### src/rtl/assert_macros.svh
// Assertion macros shared by the allocator RTL.
// No dependencies; included by files that carry concurrent checks.
`ifndef ASSERT_MACROS_SVH
`define ASSERT_MACROS_SVH

// Same-cycle implication, disabled while reset is asserted.
`define ASSERT_IMPLY(label, clk, rst_n, ante, cons) \
    label: assert property (@(posedge clk) disable iff (!rst_n) (ante) |-> (cons)) \
        else $error("assertion failed: ante |-> cons");

// Next-cycle implication, disabled while reset is asserted.
`define ASSERT_NEXT(label, clk, rst_n, ante, cons) \
    label: assert property (@(posedge clk) disable iff (!rst_n) (ante) |=> (cons)) \
        else $error("assertion failed: ante |=> cons");

`endif

### src/rtl/pfl_pkg.sv
// Package for the per-core page free-list allocator: field widths, codes,
// microcode word type and the microcode ROM. No dependencies.
`default_nettype none

package pfl_pkg;

    localparam int ADDR_W     = 40;
    localparam int CORE_IN_W  = 3;
    localparam int STATUS_W   = 2;
    localparam int CFG_IDX_W  = 1;
    localparam int STEP_W     = 3;

    localparam logic CMD_ALLOC = 1'b0;
    localparam logic CMD_FREE  = 1'b1;

    localparam logic [STATUS_W-1:0] STATUS_OK   = 2'd0;
    localparam logic [STATUS_W-1:0] STATUS_NONE = 2'd1;
    localparam logic [STATUS_W-1:0] STATUS_BAD  = 2'd2;

    localparam logic [CFG_IDX_W-1:0] CFG_BASE  = 1'b0;
    localparam logic [CFG_IDX_W-1:0] CFG_LIMIT = 1'b1;

    localparam logic [ADDR_W-1:0] REGION_BASE_RST  = 40'd0;
    localparam logic [ADDR_W-1:0] REGION_LIMIT_RST = 40'd134217728;

    // Program addresses
    localparam logic [STEP_W-1:0] STEP_IDLE  = 3'd0;
    localparam logic [STEP_W-1:0] STEP_FCHK  = 3'd1;
    localparam logic [STEP_W-1:0] STEP_FPUSH = 3'd2;
    localparam logic [STEP_W-1:0] STEP_ASEL  = 3'd3;
    localparam logic [STEP_W-1:0] STEP_APOP  = 3'd4;

    typedef enum logic [1:0] {
        JMP_NEXT  = 2'd0,   // fall through
        JMP_CMD   = 2'd1,   // free: next, alloc: target
        JMP_FOUND = 2'd2,   // list found: next, else target
        JMP_ALWAYS = 2'd3   // go to target
    } t_jump;

    typedef struct packed {
        logic                latch;     // take an input item
        logic                check;     // first half of free address check
        logic                push;      // finish free, emit result
        logic                select;    // pick list, start next-page read
        logic                pop;       // update head, emit grant
        logic                wait_out;  // hold until output register is free
        t_jump               jump;
        logic [STEP_W-1:0]   target;
    } t_uop;

    typedef struct packed {
        logic in_valid;
        logic cmd_free;
        logic found;
        logic out_free;
    } t_seq_cond;

    typedef struct packed {
        t_uop uop;
        logic fire;     // current step executes this cycle
    } t_ctrl;

    function automatic t_uop ucode(input logic [STEP_W-1:0] step);
        t_uop u;
        u = '0;
        u.jump   = JMP_ALWAYS;
        u.target = STEP_IDLE;
        case (step)
            STEP_IDLE: begin
                u.latch  = 1'b1;
                u.jump   = JMP_CMD;
                u.target = STEP_ASEL;
            end
            STEP_FCHK: begin
                u.check = 1'b1;
                u.jump  = JMP_NEXT;
            end
            STEP_FPUSH: begin
                u.push     = 1'b1;
                u.wait_out = 1'b1;
            end
            STEP_ASEL: begin
                u.select   = 1'b1;
                u.wait_out = 1'b1;
                u.jump     = JMP_FOUND;
            end
            STEP_APOP: begin
                u.pop      = 1'b1;
                u.wait_out = 1'b1;
            end
            default: begin
                u.jump = JMP_ALWAYS;
            end
        endcase
        return u;
    endfunction

endpackage

`default_nettype wire

### src/rtl/pfl_seq.sv
// Microcode sequencer: step counter, ROM lookup and conditional jumps.
// Depends on pfl_pkg (ucode ROM, control types).
`default_nettype none

module pfl_seq (
    input  wire logic                i_clk,
    input  wire logic                i_rst_n,
    input  wire pfl_pkg::t_seq_cond  i_cond,
    output pfl_pkg::t_ctrl           o_ctrl
);

    logic [pfl_pkg::STEP_W-1:0] r_step;
    logic [pfl_pkg::STEP_W-1:0] n_step;
    pfl_pkg::t_uop              w_uop;
    logic                       w_hold;

    assign w_uop  = pfl_pkg::ucode(r_step);
    assign w_hold = (w_uop.latch && !i_cond.in_valid) ||
                    (w_uop.wait_out && !i_cond.out_free);

    always_comb begin
        n_step = r_step;
        if (!w_hold) begin
            case (w_uop.jump)
                pfl_pkg::JMP_NEXT:  n_step = r_step + pfl_pkg::STEP_W'(1);
                pfl_pkg::JMP_CMD:   n_step = i_cond.cmd_free ?
                                             r_step + pfl_pkg::STEP_W'(1) : w_uop.target;
                pfl_pkg::JMP_FOUND: n_step = i_cond.found ?
                                             r_step + pfl_pkg::STEP_W'(1) : w_uop.target;
                default:            n_step = w_uop.target;
            endcase
        end
    end

    always_ff @(posedge i_clk) begin
        if (!i_rst_n) begin
            r_step <= pfl_pkg::STEP_IDLE;
        end else begin
            r_step <= n_step;
        end
    end

    assign o_ctrl.uop  = w_uop;
    assign o_ctrl.fire = !w_hold;

endmodule

`default_nettype wire

### config.mk
export PLATFORM = sky130hd
export DESIGN_NAME = pfl_seq
export DESIGN_NICKNAME = d
export VERILOG_FILES = /design/src/rtl/assert_macros.svh /design/src/rtl/pfl_pkg.sv /design/src/rtl/pfl_seq.sv
export SDC_FILE = /design/constraint.sdc
export NUM_CORES = 1
export LEC_CHECK = 0
export BUFFER_PORTS_ARGS = -buffer_cell sky130_fd_sc_hd__buf_4
export CORE_AREA = 10 10 47 49
export CTS_BUF_LIST = sky130_fd_sc_hd__clkbuf_2
export DETAILED_ROUTE_END_ITERATION = 7
export DIE_AREA = 0 0 57 59
export PLACE_DENSITY = 0.51
export SETUP_SLACK_MARGIN = 0.05
export SLEW_MARGIN = 20
export SYNTH_ARGS = -nofsm -noshare
export SYNTH_HDL_FRONTEND = slang
export SYNTH_SLANG_ARGS = --single-unit
### constraint.sdc
create_clock -name i_clk -period 4.36 [get_ports i_clk]
set_clock_uncertainty 0.2 [all_clocks]
set_input_delay 0.654 -clock i_clk [delete_from_list [all_inputs] [get_ports i_clk]]
set_output_delay 0.654 -clock i_clk [all_outputs]
set_load 0.005 [all_outputs]
==> flow_metrics.py <==
metrics = {
    "run_status": {
        "outcome": "complete, no violations",
    },
    "worst_setup_path": {
        "required_ns": 3.51,
        "start_kind": "flip-flop",
        "r2r_start": "r_step[2]",
        "cp.arrival_ns": 1.62,
        "critPathCapture": "o_ctrl[0]",
        "critical_path_class": "reg -> out",
        "critPathLaunch": "r_step[0]",
        "reg2reg_to": "r_step[2]",
        "worstSetupEndpointType": "primary output",
        "r2r_cells": 6,
        "path_max_fanout": 8,
        "r2r_slack_ns": 2.05,
    },
    "clock_tree": {
        "cts_tree": "yes",
        "cts.sinks": 3,
        "cts-resized-gates": 0,
        "hold_buffers": 0,
        "cts_setup_buffers": 0,
        "cts_htree_levels": 1,
        "cts_buffers": 3,
        "clock_path_buffers": 2,
        "clk_latency_ns": 0.21,
        "cts_root_buf": "clkbuf_2",
        "path_clk_slew_ns": 0.04,
    },
    "layout": {
        "multi_input_area_um2": 272,
        "layout.cells.non_filler": 83,
        "final_cell_mix": "buf_4, inv_1, ha_1, clkbuf_2",
        "design_area_um2": 518,
        "ff_latch_area_um2": 60.1,
        "final_common_cell": "buf_4",
        "reg_top3": "r_step (3)",
        "top_register": "r_step",
        "largest_reg_flops": 3,
        "antennaDiodeCount": 0,
        "fin_nets": 79,
        "areaGrowthSynthToFinish_pct": 34.4,
        "fillers": 154,
        "drive_gt1_frac": 0.313,
    },
    "grt": {
        "grt-ovfl-total": 0,
        "grt_usage": 0.0557,
        "grt_pass1_wl_um": 1550,
        "grt_pass1_vias": 353,
        "grt_max_degree": 12,
        "antenna_found_initial": 0,
    },
    "sta": {
        "setup_viol": 0,
        "setup_slack_ns": 1.88,
        "rsz0062_at_grt": "no",
        "fmax_mhz": 404,
        "hold_viol_final": 0,
        "period_share": 0.568,
        "min_period_ns": 2.48,
        "maxSlewViolCount": 0,
        "fin_setup_tns_ns": 0,
    },
    "detailed_routing": {
        "ant_nets": 0,
        "drt_wl_total_um": 993,
        "vias_per_cell": 4.58,
        "vias": 380,
        "dr.pass1.iters": 2,
        "drt_iter0_drc": 10,
        "wl_per_cell_um": 12.0,
        "drc_errors": 0,
    },
    "power_and_ir_drop": {
        "intPower_w": 0.000163,
        "switching_share": 0.425,
        "leakagePower_nw": 0.276,
        "combPwrFrac": 0.711,
        "net-switching-power_w": 0.000121,
        "ir_drop_v": 0.000249,
        "p_clk_frac": 0.139,
        "power.density_nw_per_um2": 547,
        "seqPwrFrac": 0.150,
        "p_total_w": 0.000283,
    },
    "die": {
        "io_pins": 18,
        "num_rows": 14,
        "die_x_um": 57,
        "initial_core_util": 0.275,
        "fp.dieH_um": 59,
        "dieArea_um2": 3360,
        "core_area_um2": 1400,
    },
    "placed_design": {
        "dp_slack_ns": 1.99,
        "dp.cells": 79,
        "port-buffer-count": 16,
        "place.gp.congestion": 0.838,
        "post_dp_cell_area_um2": 498,
        "dpl.hpwl_um": 862,
    },
    "synthesis": {
        "synthesis.area_um2": 385,
        "post_synth.cell_area_avg_um2": 7.56,
        "synth_seq_cells": 3,
        "synth.distinct_cells": 26,
        "synth_cells": 51,
        "syn_nets": 62,
        "yosysWarningCount": 0,
        "seq_area_frac_synth": 0.156,
    },
    "min_path": {
        "hold_class": "reg -> reg",
    },
    "job": {
        "cap_viol_max_count": 0,
    },
}
## power by group through the flow
| stage | clock network (W) | logic (W) | registers [W] |
|---|---|---|---|
| after floorplan | 0 | 0.000133 | 0.0000406 |
| after global placement | 0 | 0.000208 | 0.0000434 |
| after detailed placement | 0 | 0.000205 | 0.0000431 |
| after CTS | 0.0000403 | 0.000206 | 0.0000426 |
| after global routing | 0.0000432 | 0.000225 | 0.0000444 |
| final | 0.0000393 | 0.000202 | 0.0000426 |
## logic make-up after synthesis
kind of cell / share of synthesized area
AOI/OAI and AO/OA: 0.305
and+or+nand+nor: 0.227
buffers and inverters: 0.140
adders and majority gates: 0.162
DFF: 0.156
other: 0.00973
## synthesized netlist by cell type, drive strengths merged
cell type	count	area (µm²)
a32o	1	10.0
nor3	2	10.0
o211ai	1	7.51
nand2b	2	12.5
a41oi	1	8.76
a221oi	2	17.5
dfxtp	3	60.1
buf	4	27.5
or2	1	6.26
o21ai	4	23.8
o21ba	1	10.0
or3	2	12.5
nand2	1	3.75
or3b	1	8.76
inv	7	26.3
nor2b	3	18.8
a21oi	3	15.0
o211a	1	10.0
o21bai	1	7.51
conb	1	3.75
a21boi	1	7.51
nor2	2	7.51
ha	5	62.6
nand3b	1	7.51
## worst min-delay path by stage
stage / start / end / depth (start not counted)
2_1_floorplan: r_step[0] / r_step[0] / 2
3_3_place_gp: r_step[0] / r_step[0] / 2
3_5_place_dp: r_step[1] / r_step[1] / 2
4_1_cts: r_step[1] / r_step[1] / 2
5_1_grt: r_step[1] / r_step[1] / 2
6_report: r_step[1] / r_step[1] / 2
## metrics by stage
step,hold WS (ns),util
CTS,0.405,0.370
global placement,0.414,0.355
detailed placement,0.399,0.355
global route,0.453,0.370
floorplan,0.336,-
finish,0.394,0.370
## layout make-up
type                       count  share of cell area
clock buffer                   4              0.0386
timing repair buffer          16               0.232
tap                           16              0.0386
inverter                       7              0.0507
sequential                     3               0.116
multi-input combinational     37               0.524
## worst max-delay path, cell delays in order (launching register included)
cell and delay (ns):
dfxtp_1 0.32, inv_1 0.12, ha_1 0.31, nor2b_1 0.17
nor3_1 0.05, a21oi_1 0.25, inv_1 0.07, buf_4 0.14
## layer usage
metal | routed length, µm | GRT usage
met4 | 0 | 0.0101
met2 | 527 | 0.0992
met3 | 45 | 0.0300
met1 | 421 | 0.0568
met5 | 0 | 0
(Power assumes the default switching activity.)
