File: config.mk
export PLATFORM = sky130hd
export DESIGN_NAME = pfl_heads
export DESIGN_NICKNAME = d
export VERILOG_FILES = /design/src/rtl/assert_macros.svh /design/src/rtl/pfl_heads.sv
export SDC_FILE = /design/constraint.sdc
export NUM_CORES = 1
export LEC_CHECK = 0
export ABC_AREA = 1
export BUFFER_PORTS_ARGS = -buffer_cell sky130_fd_sc_hd__buf_4
export CORE_ASPECT_RATIO = 0.5
export CORE_MARGIN = 4
export CORE_UTILIZATION = 30
export DETAILED_ROUTE_END_ITERATION = 10
export PLACE_DENSITY = 0.53
export SYNTH_ARGS = -nofsm -noshare
export SYNTH_HDL_FRONTEND = slang
export SYNTH_SLANG_ARGS = --single-unit
File: constraint.sdc
create_clock -name i_clk -period 3.2 [get_ports i_clk]
set_input_delay 0.48 -clock i_clk [delete_from_list [all_inputs] [get_ports i_clk]]
set_output_delay 0.48 -clock i_clk [all_outputs]
set_load 0.02 [all_outputs]
File: src/rtl/assert_macros.svh
// Assertion macros shared by the allocator RTL.
// No dependencies; included by files that carry concurrent checks.
`ifndef ASSERT_MACROS_SVH
`define ASSERT_MACROS_SVH

// Same-cycle implication, disabled while reset is asserted.
`define ASSERT_IMPLY(label, clk, rst_n, ante, cons) \
    label: assert property (@(posedge clk) disable iff (!rst_n) (ante) |-> (cons)) \
        else $error("assertion failed: ante |-> cons");

// Next-cycle implication, disabled while reset is asserted.
`define ASSERT_NEXT(label, clk, rst_n, ante, cons) \
    label: assert property (@(posedge clk) disable iff (!rst_n) (ante) |=> (cons)) \
        else $error("assertion failed: ante |=> cons");

`endif

File: src/rtl/pfl_heads.sv
// List head registers (valid flag + page per core) and the list selector:
// own core first, else lowest-numbered non-empty core. No package use.
`default_nettype none

module pfl_heads #(
    parameter int CORES  = 8,
    parameter int CORE_W = 3,
    parameter int PAGE_W = 15
) (
    input  wire logic              i_clk,
    input  wire logic              i_rst_n,
    input  wire logic [CORE_W-1:0] i_core,
    input  wire logic              i_wr_en,
    input  wire logic [CORE_W-1:0] i_wr_core,
    input  wire logic              i_wr_valid,
    input  wire logic [PAGE_W-1:0] i_wr_page,
    output logic                   o_own_valid,
    output logic                   o_found,
    output logic      [CORE_W-1:0] o_sel_core,
    output logic      [PAGE_W-1:0] o_sel_page
);

    logic [CORES-1:0]  r_valid;
    logic [PAGE_W-1:0] r_page [CORES];
    logic [CORE_W-1:0] w_sel;
    logic              w_found;

    always_comb begin
        w_found = 1'b0;
        w_sel   = i_core;
        for (int k = CORES - 1; k >= 0; k--) begin
            if (r_valid[k]) begin
                w_found = 1'b1;
                w_sel   = CORE_W'(k);
            end
        end
        if (r_valid[i_core]) begin
            w_sel = i_core;
        end
    end

    always_ff @(posedge i_clk) begin
        if (!i_rst_n) begin
            r_valid <= '0;
        end else if (i_wr_en) begin
            r_valid[i_wr_core] <= i_wr_valid;
        end
    end

    always_ff @(posedge i_clk) begin
        if (i_wr_en) begin
            r_page[i_wr_core] <= i_wr_page;
        end
    end

    assign o_own_valid = r_valid[i_core];
    assign o_found     = w_found;
    assign o_sel_core  = w_sel;
    assign o_sel_page  = r_page[w_sel];

endmodule

`default_nettype wire

==> summary.txt, run 1 <==
Yosys
  • Mux cell area share after synthesis: 0
  • Syn Area/Cell: 9.43 sq um
  • Cell area after synthesis: 0.00592 sq mm
  • #FFs+latches synth: 128
  • Largest family of logic cells by synthesized area: simple AND/OR/NAND/NOR gates
  • Syn_nets: 652
  • Synth warn: 0
  • Synth unique cells: 19
  • Synth Area in Compound Gates: 0.0110
  • Post-synthesis adder-cell area fraction: 0
  • Simple-gate share of the synthesized area: 0.238
  • Syn Inst Count: 627
  • Register area share after synthesis: 0.636
  • Xor and xnor area share after synthesis: 0

Pwr
  • Total power: 4.64 mW
  • Peak supply drop: 469 uV
  • PD cells: 646 mW/mm^2
  • Static leakage: 3.26 nW

Place
  • HPWL Detailed: 8.16 mm
  • Cell Area, Placed: 0.00657 sq mm
  • Cells after DPL: 919
  • I/O Buffers: 44
  • Dpl ws: 0.393 ns
  • GPL Wtd Cong: 0.756

Clocking
  • Post-CTS setup repair buffer count: 0
  • CTS clock-pin slew for the worst setup and hold paths: 0.06 ns
  • Clock sinks: 128
  • CTS tree: built
  • Clock root cell: clkbuf_16
  • CTS Buffer Depth: 2
  • Clk_lat worst skew: 0.40 ns
  • H-tree depth: 4
  • CTS Buf Count: 17

Timing
  • Final clock skew: 0 ns
  • Final count of negative-setup-slack endpoints: 0
  • Worst Max-Slew Pin Slew: 0.609 ns
  • Relative slew slack: 0.593
  • Final Worst Setup Slack: 0.270 ns
  • FMAX: 341 MHz
  • Setup TNS: 0 ns
  • Slew Viols, Final: 0
  • Final worst-path cycle share: 0.916
  • Final Critical Period: 2.93 ns
  • RSZ-0062 raised after global routing: false
  • Final Hold Fails: 0

Route
  • Post-DR vias/cell: 4.41
  • Starting DRT DRC Count: 292
  • Total number of vias: 4195
  • WL final: 13.6 mm
  • Number of routed nets with antenna violations: 0
  • DRC errors left: 0
  • Routed wire per std cell: 14.3 um
  • TritonRoute pass-1 iters: 5

Worst setup path
  • Setup Crit Path Kind: reg2out
  • Crit Reg-Reg Startpoint: r_valid[0]$_SDFFE_PN0P_
  • Worst Reg-to-Reg Cells: 2
  • WP data required: 2.72 ns
  • Setup slack, reg-to-reg: 2.46 ns
  • CP endpoint: o_sel_page[10]
  • R2R Path End: r_valid[0]$_SDFFE_PN0P_
  • Setup crit start: r_valid[0]$_SDFFE_PN0P_
  • CP Capture Type: output pin
  • CP Max Fanout: 32
  • Startpoint Class: register
  • Worst EP arrival: 2.45 ns

Die
  • Core area: 0.0189 sq mm
  • Total die area: 0.0222 sq mm
  • Starting Density: 0.313
  • IO Pins: 45
  • Die Height: 107 um
  • Die W: 207 um
  • Num rows: 35

Cells and area
  • Share of layout cells above drive strength 1: 0.149
  • Area Growth Syn to Fin: 21.4%
  • Final instance area: 0.00718 sq mm
  • FF/Latch Area: 0.00376 sq mm
  • Final Non-Filler Cells: 951
  • Fin nets: 704
  • Number of diodes: 0
  • Area of the multi-input gates: 0.00150 sq mm
  • Filler cells: 1865

Global routing
  • Global-route wire length before repair: 21.5 mm
  • GRT overflow: 0
  • Vias in the first global route: 4037
  • Antenna violations before repair: 0
  • Largest net degree at the start of global routing: 33
  • GRT Util Overall: 0.127

Min path
  • Hold/Removal Path Class: in2reg
  • Hold path start: i_wr_page[9]

Outcome
  • Status: complete, no violations

Job
  • Max-cap viol count: 0
[cells in the mapped netlist (all sizes together)]
cell,count,area (sq um)
nand2,162,636
inv,139,522
nand3,125,626
edfxtp,120,3600
buf,27,156
nor2,23,93.8
o21ai,11,58.8
nor3,10,50.1
dfxtp,8,160
a31oi,1,6.26
clkbuf,1,3.75
[logic make-up (layout without fill, tap and decap cells)]
logic type / count (synthesis) / count (layout)
AOI/OAI and AO/OA: 12 / 12
and+or+nand+nor: 320 / 320
buffers and inverters: 167 / 232
DFF: 128 / 128
[area by class of cell]
type | instances | area share
Timing Repair Buffer | 61 | 0.0660
Sequential cell | 128 | 0.524
Inverter | 139 | 0.0726
Tap cell | 259 | 0.0451
Clock buffer | 18 | 0.0597
Multi-Input combinational cell | 332 | 0.209
Clock inverter | 14 | 0.0239
[placed cells by master (no fill, tap or decap), types with 4 or more instances in the layout]
cell type	count
nor2_1	14
edfxtp_1	120
clkinv_1	6
o21ai_0	9
buf_4	59
inv_1	137
nand3_1	125
nor3_1	10
bufinv_16	4
dfxtp_1	8
nor2_2	8
nand2_1	157
clkbuf_16	17
[repair_timing]
action | CTS | global route
gates resized for setup | 0 | 2
hold buffers | 0 | 0
endpoints found under the setup margin | 0 | 1
[state kept, by name, summed over array words and instances (netlist names)]
name and cells:
r_valid 8, r_page 120
[routing by layer]
metal / track usage / routed length (um)
met5: 0 / 0
met4: 0.0408 / 188
met1: 0.164 / 6230
met3: 0.0304 / 485
met2: 0.213 / 6680
[power breakdown]
| part | switching (mW) | internal, mW | total (mW) |
|---|---|---|---|
| logic | 0.513 | 0.268 | 0.781 |
| clock network | 0.674 | 1.29 | 1.96 |
| registers | 0.0146 | 1.89 | 1.90 |
| total | 1.20 | 3.44 | 4.64 |
[per-stage QoR]
step	hold WS, ns	util
after floorplan	0.501	-
after global placement	0.529	0.348
after detailed placement	0.534	0.348
after CTS	0.296	0.380
after global routing	0.301	0.381
final	0.311	0.381
[worst min-delay path by stage]
stage	endpoint	slack, ns	cells past startpoint
global route	r_page[5][0]$_DFFE_PP_	0.30	1
floorplan	r_valid[4]$_SDFFE_PN0P_	0.50	2
finish	r_page[4][9]$_DFFE_PP_	0.31	1
CTS	r_page[4][9]$_DFFE_PP_	0.30	1
global placement	r_valid[5]$_SDFFE_PN0P_	0.53	2
detailed placement	r_valid[4]$_SDFFE_PN0P_	0.53	2
[critical path: stages (launching register included)]
cell	delay, ns
dfxtp_1	0.46
nand2_1	0.08
nand3_1	0.07
nand3_1	0.10
nand2_4	0.13
nand2_2	0.23
nand2_8	0.22
buf_12	0.21
nand2_1	0.07
nand3_1	0.08
nand2_1	0.07
nand2_1	0.07
nand2_1	0.07
buf_4	0.16
No activity file was read; power rests on OpenSTA's default activity.
==> run 2, diff against run 1 <==
==> constraint.sdc (replaced) <==
create_clock -name i_clk -period 3.2 [get_ports i_clk]
set_input_delay 0.16 -clock i_clk [delete_from_list [all_inputs] [get_ports i_clk]]
set_output_delay 0.16 -clock i_clk [all_outputs]
set_load 0.02 [all_outputs]
==> summary.txt, run 2 (synthesis gave the netlist of run 1 again) <==
Outcome
  • Status: complete, no violations

Worst setup path
  • Worst EP arrival: 2.68 ns (+0.23 ns)
  • CP max stage cell: nand2_4
  • Most frequent cell on the critical path: nand2_1
  • Crit path max-delay family: simple AND/OR/NAND/NOR gates
  • CP Max Fanout: 61 (+91%)
  • Critical path, cell by cell: nand2_1, nand3_1, nand3_1, nand2_4, nor2_4, nand2_4, nand2_4, nand2_1, nand3_1, nand2_1, nand2_1, nand2_1, buf_4
  • Setup Crit Path Kind: reg2out
  • Slowest stage delay, CP: 0.46 ns (about the same)
  • CP Buf/Inv Count: 1 (-1)
  • WP data required: 3.04 ns (+0.32 ns)
  • CP Capture Type: output pin
  • Startpoint Class: register

Clocking
  • CTS tree: built
  • CTS Buffer Depth: 2 (unchanged)
  • CTS Buf Count: 17 (unchanged)
  • H-tree depth: 4 (unchanged)
  • Clock sinks: 128 (unchanged)
  • CTS clock-pin slew for the worst setup and hold paths: 0.06 ns (about the same)
  • Cts repair resizes: 0 (unchanged)
  • Clk_lat worst skew: 0.40 ns (about the same)
  • Clock root cell: clkbuf_16

Die
  • IO Pins: 45 (unchanged)
  • Num rows: 35 (unchanged)
  • Die Height: 107 um (unchanged)
  • Starting Density: 0.313 (unchanged)
  • Core area: 0.0189 sq mm (unchanged)
  • Total die area: 0.0222 sq mm (unchanged)
  • Die W: 207 um (unchanged)

Timing
  • RSZ-0062 raised after global routing: false
  • Relative slew slack: 0.494 (-0.0997)
  • Final Worst Setup Slack: 0.357 ns (+0.0873 ns)
  • Final worst-path cycle share: 0.888 (-0.0273)
  • Worst Max-Slew Pin Slew: 0.759 ns (+0.150 ns)
  • Final Hold Fails: 0 (unchanged)
  • Final Critical Period: 2.84 ns (-0.0873 ns)
  • Setup TNS: 0 ns (unchanged)
  • Slew Viols, Final: 0 (unchanged)
  • Final clock skew: 0 ns (unchanged)
  • FMAX: 352 MHz (+3.1%)
  • Final count of negative-setup-slack endpoints: 0 (unchanged)

Route
  • Routed wire per std cell: 14.3 um (-0.12%)
  • TritonRoute pass-1 iters: 5 (unchanged)
  • Number of routed nets with antenna violations: 0 (unchanged)
  • DRC errors left: 0 (unchanged)
  • Post-DR vias/cell: 4.38 (-0.65%)
  • Total number of vias: 4216 (+0.50%)
  • Starting DRT DRC Count: 361 (+24%)
  • WL final: 13.7 mm (+1.0%)

Pwr
  • Part of the power in registers: 0.393 (-0.017)
  • Clock power share: 0.446 (+0.024)
  • Logic pwr share: 0.160 (-0.008)
  • Peak supply drop: 420 uV (-10%)
  • Int Power: 3.61 mW (+5.0%)
  • P_sw: 1.22 mW (+1.6%)
  • PD cells: 658 mW/mm^2 (+1.8%)
  • Static leakage: 3.32 nW (+2.1%)
  • Switch share: 0.253 (-0.00635)

Cells and area
  • Number of diodes: 0 (unchanged)
  • Biggest regs: r_page: 120 flops, r_valid: 8 flops
  • Most frequent cells in the layout: nand2_1 (157), inv_1 (137), nand3_1 (125)
  • Commonest non-fill, non-tap cell in the layout: nand2_1
  • FF/Latch Area: 0.00376 sq mm (unchanged)
  • Fin nets: 715 (+1.6%)
  • Top reg by flops: r_page
  • Area of the multi-input gates: 0.00149 sq mm (-0.58%)
  • Area Growth Syn to Fin: 24.2%
  • Largest register FFs: 120 (unchanged)
  • Final Non-Filler Cells: 962 (+1.2%)
  • Filler cells: 1849 (-0.86%)
  • Share of layout cells above drive strength 1: 0.147 (-0.00233)

Global routing
  • Antenna violations before repair: 0 (unchanged)
  • GRT Util Overall: 0.128 (+0.00118)
  • Global-route wire length before repair: 21.5 mm (-0.26%)
  • Vias in the first global route: 3965 (-1.8%)
  • Largest net degree at the start of global routing: 62 (+88%)
  • GRT overflow: 0 (unchanged)

Place
  • GPL Wtd Cong: 0.739 (-2.2%)
  • I/O Buffers: 44 (unchanged)
  • Dpl ws: 0.744 ns (+0.351 ns)
  • Cells after DPL: 915 (-0.44%)
  • HPWL Detailed: 7.70 mm (-5.7%)

Job
  • Max-cap viol count: 0 (unchanged)

Min path
  • Hold/Removal Path Class: in2reg
[run 2: per-stage QoR]
stage | hold slack, ns | total power [mW] | cell area (sq um) | utilization
3_5_place_dp | 0.399 | 2.71 | 6530 | 0.346
4_1_cts | 0.0355 | 4.89 | 7340 | 0.389
3_3_place_gp | 0.396 | 2.70 | 6530 | 0.346
5_1_grt | 0.0485 | 5.04 | 7340 | 0.389
6_report | 0.0515 | 4.83 | 7340 | 0.389
2_1_floorplan | 0.259 | 2.44 | 5920 | -
[run 2: power by group through the flow]
stage | sequential [mW] | clock [mW] | combinational, mW
after floorplan | 1.93 | 0 | 0.506
after global placement | 1.93 | 0 | 0.767
after detailed placement | 1.94 | 0 | 0.772
after CTS | 1.90 | 2.20 | 0.790
after global routing | 1.91 | 2.27 | 0.866
final | 1.90 | 2.16 | 0.775
[run 2: final cells by class]
class | count | area share
Sequential cell | 128 | 0.512
Clock buffer | 18 | 0.0584
Clock inverter | 14 | 0.0324
Tap cell | 259 | 0.0441
Inverter | 139 | 0.0710
Timing Repair Buffer | 72 | 0.0787
Multi-Input combinational cell | 332 | 0.203
[run 2: layer usage]
metal  track usage  up-vias  routed length (um)
met3        0.0304        8                 631
li1              -     2129                   -
met5             0        -                   0
met2         0.214       82                6550
met1         0.169     1997                6450
met4        0.0356        0                 107
[run 2: worst register-to-register path, stage by stage, from the launching register on]
cell and delay, ns:
dfxtp_1 0.36, o21ai_0 0.21, nor2_1 0.06
[run 2: final timing paths]
path                                         startpoint                      end  slack [ns]  cells after the start
worst min-delay path                            i_rst_n  r_valid[6]$_SDFFE_PN0P_        0.05                      3
worst max register to register  r_valid[0]$_SDFFE_PN0P_  r_valid[0]$_SDFFE_PN0P_        2.46                      2
worst min register to register  r_valid[5]$_SDFFE_PN0P_  r_valid[5]$_SDFFE_PN0P_        0.57                      2
worst max-delay path            r_valid[0]$_SDFFE_PN0P_            o_sel_page[7]        0.36                     13
[run 2: repair_timing]
action,CTS,global route
endpoints found under the hold margin,120,0
hold buffers,15,0
buffers inserted,0,0
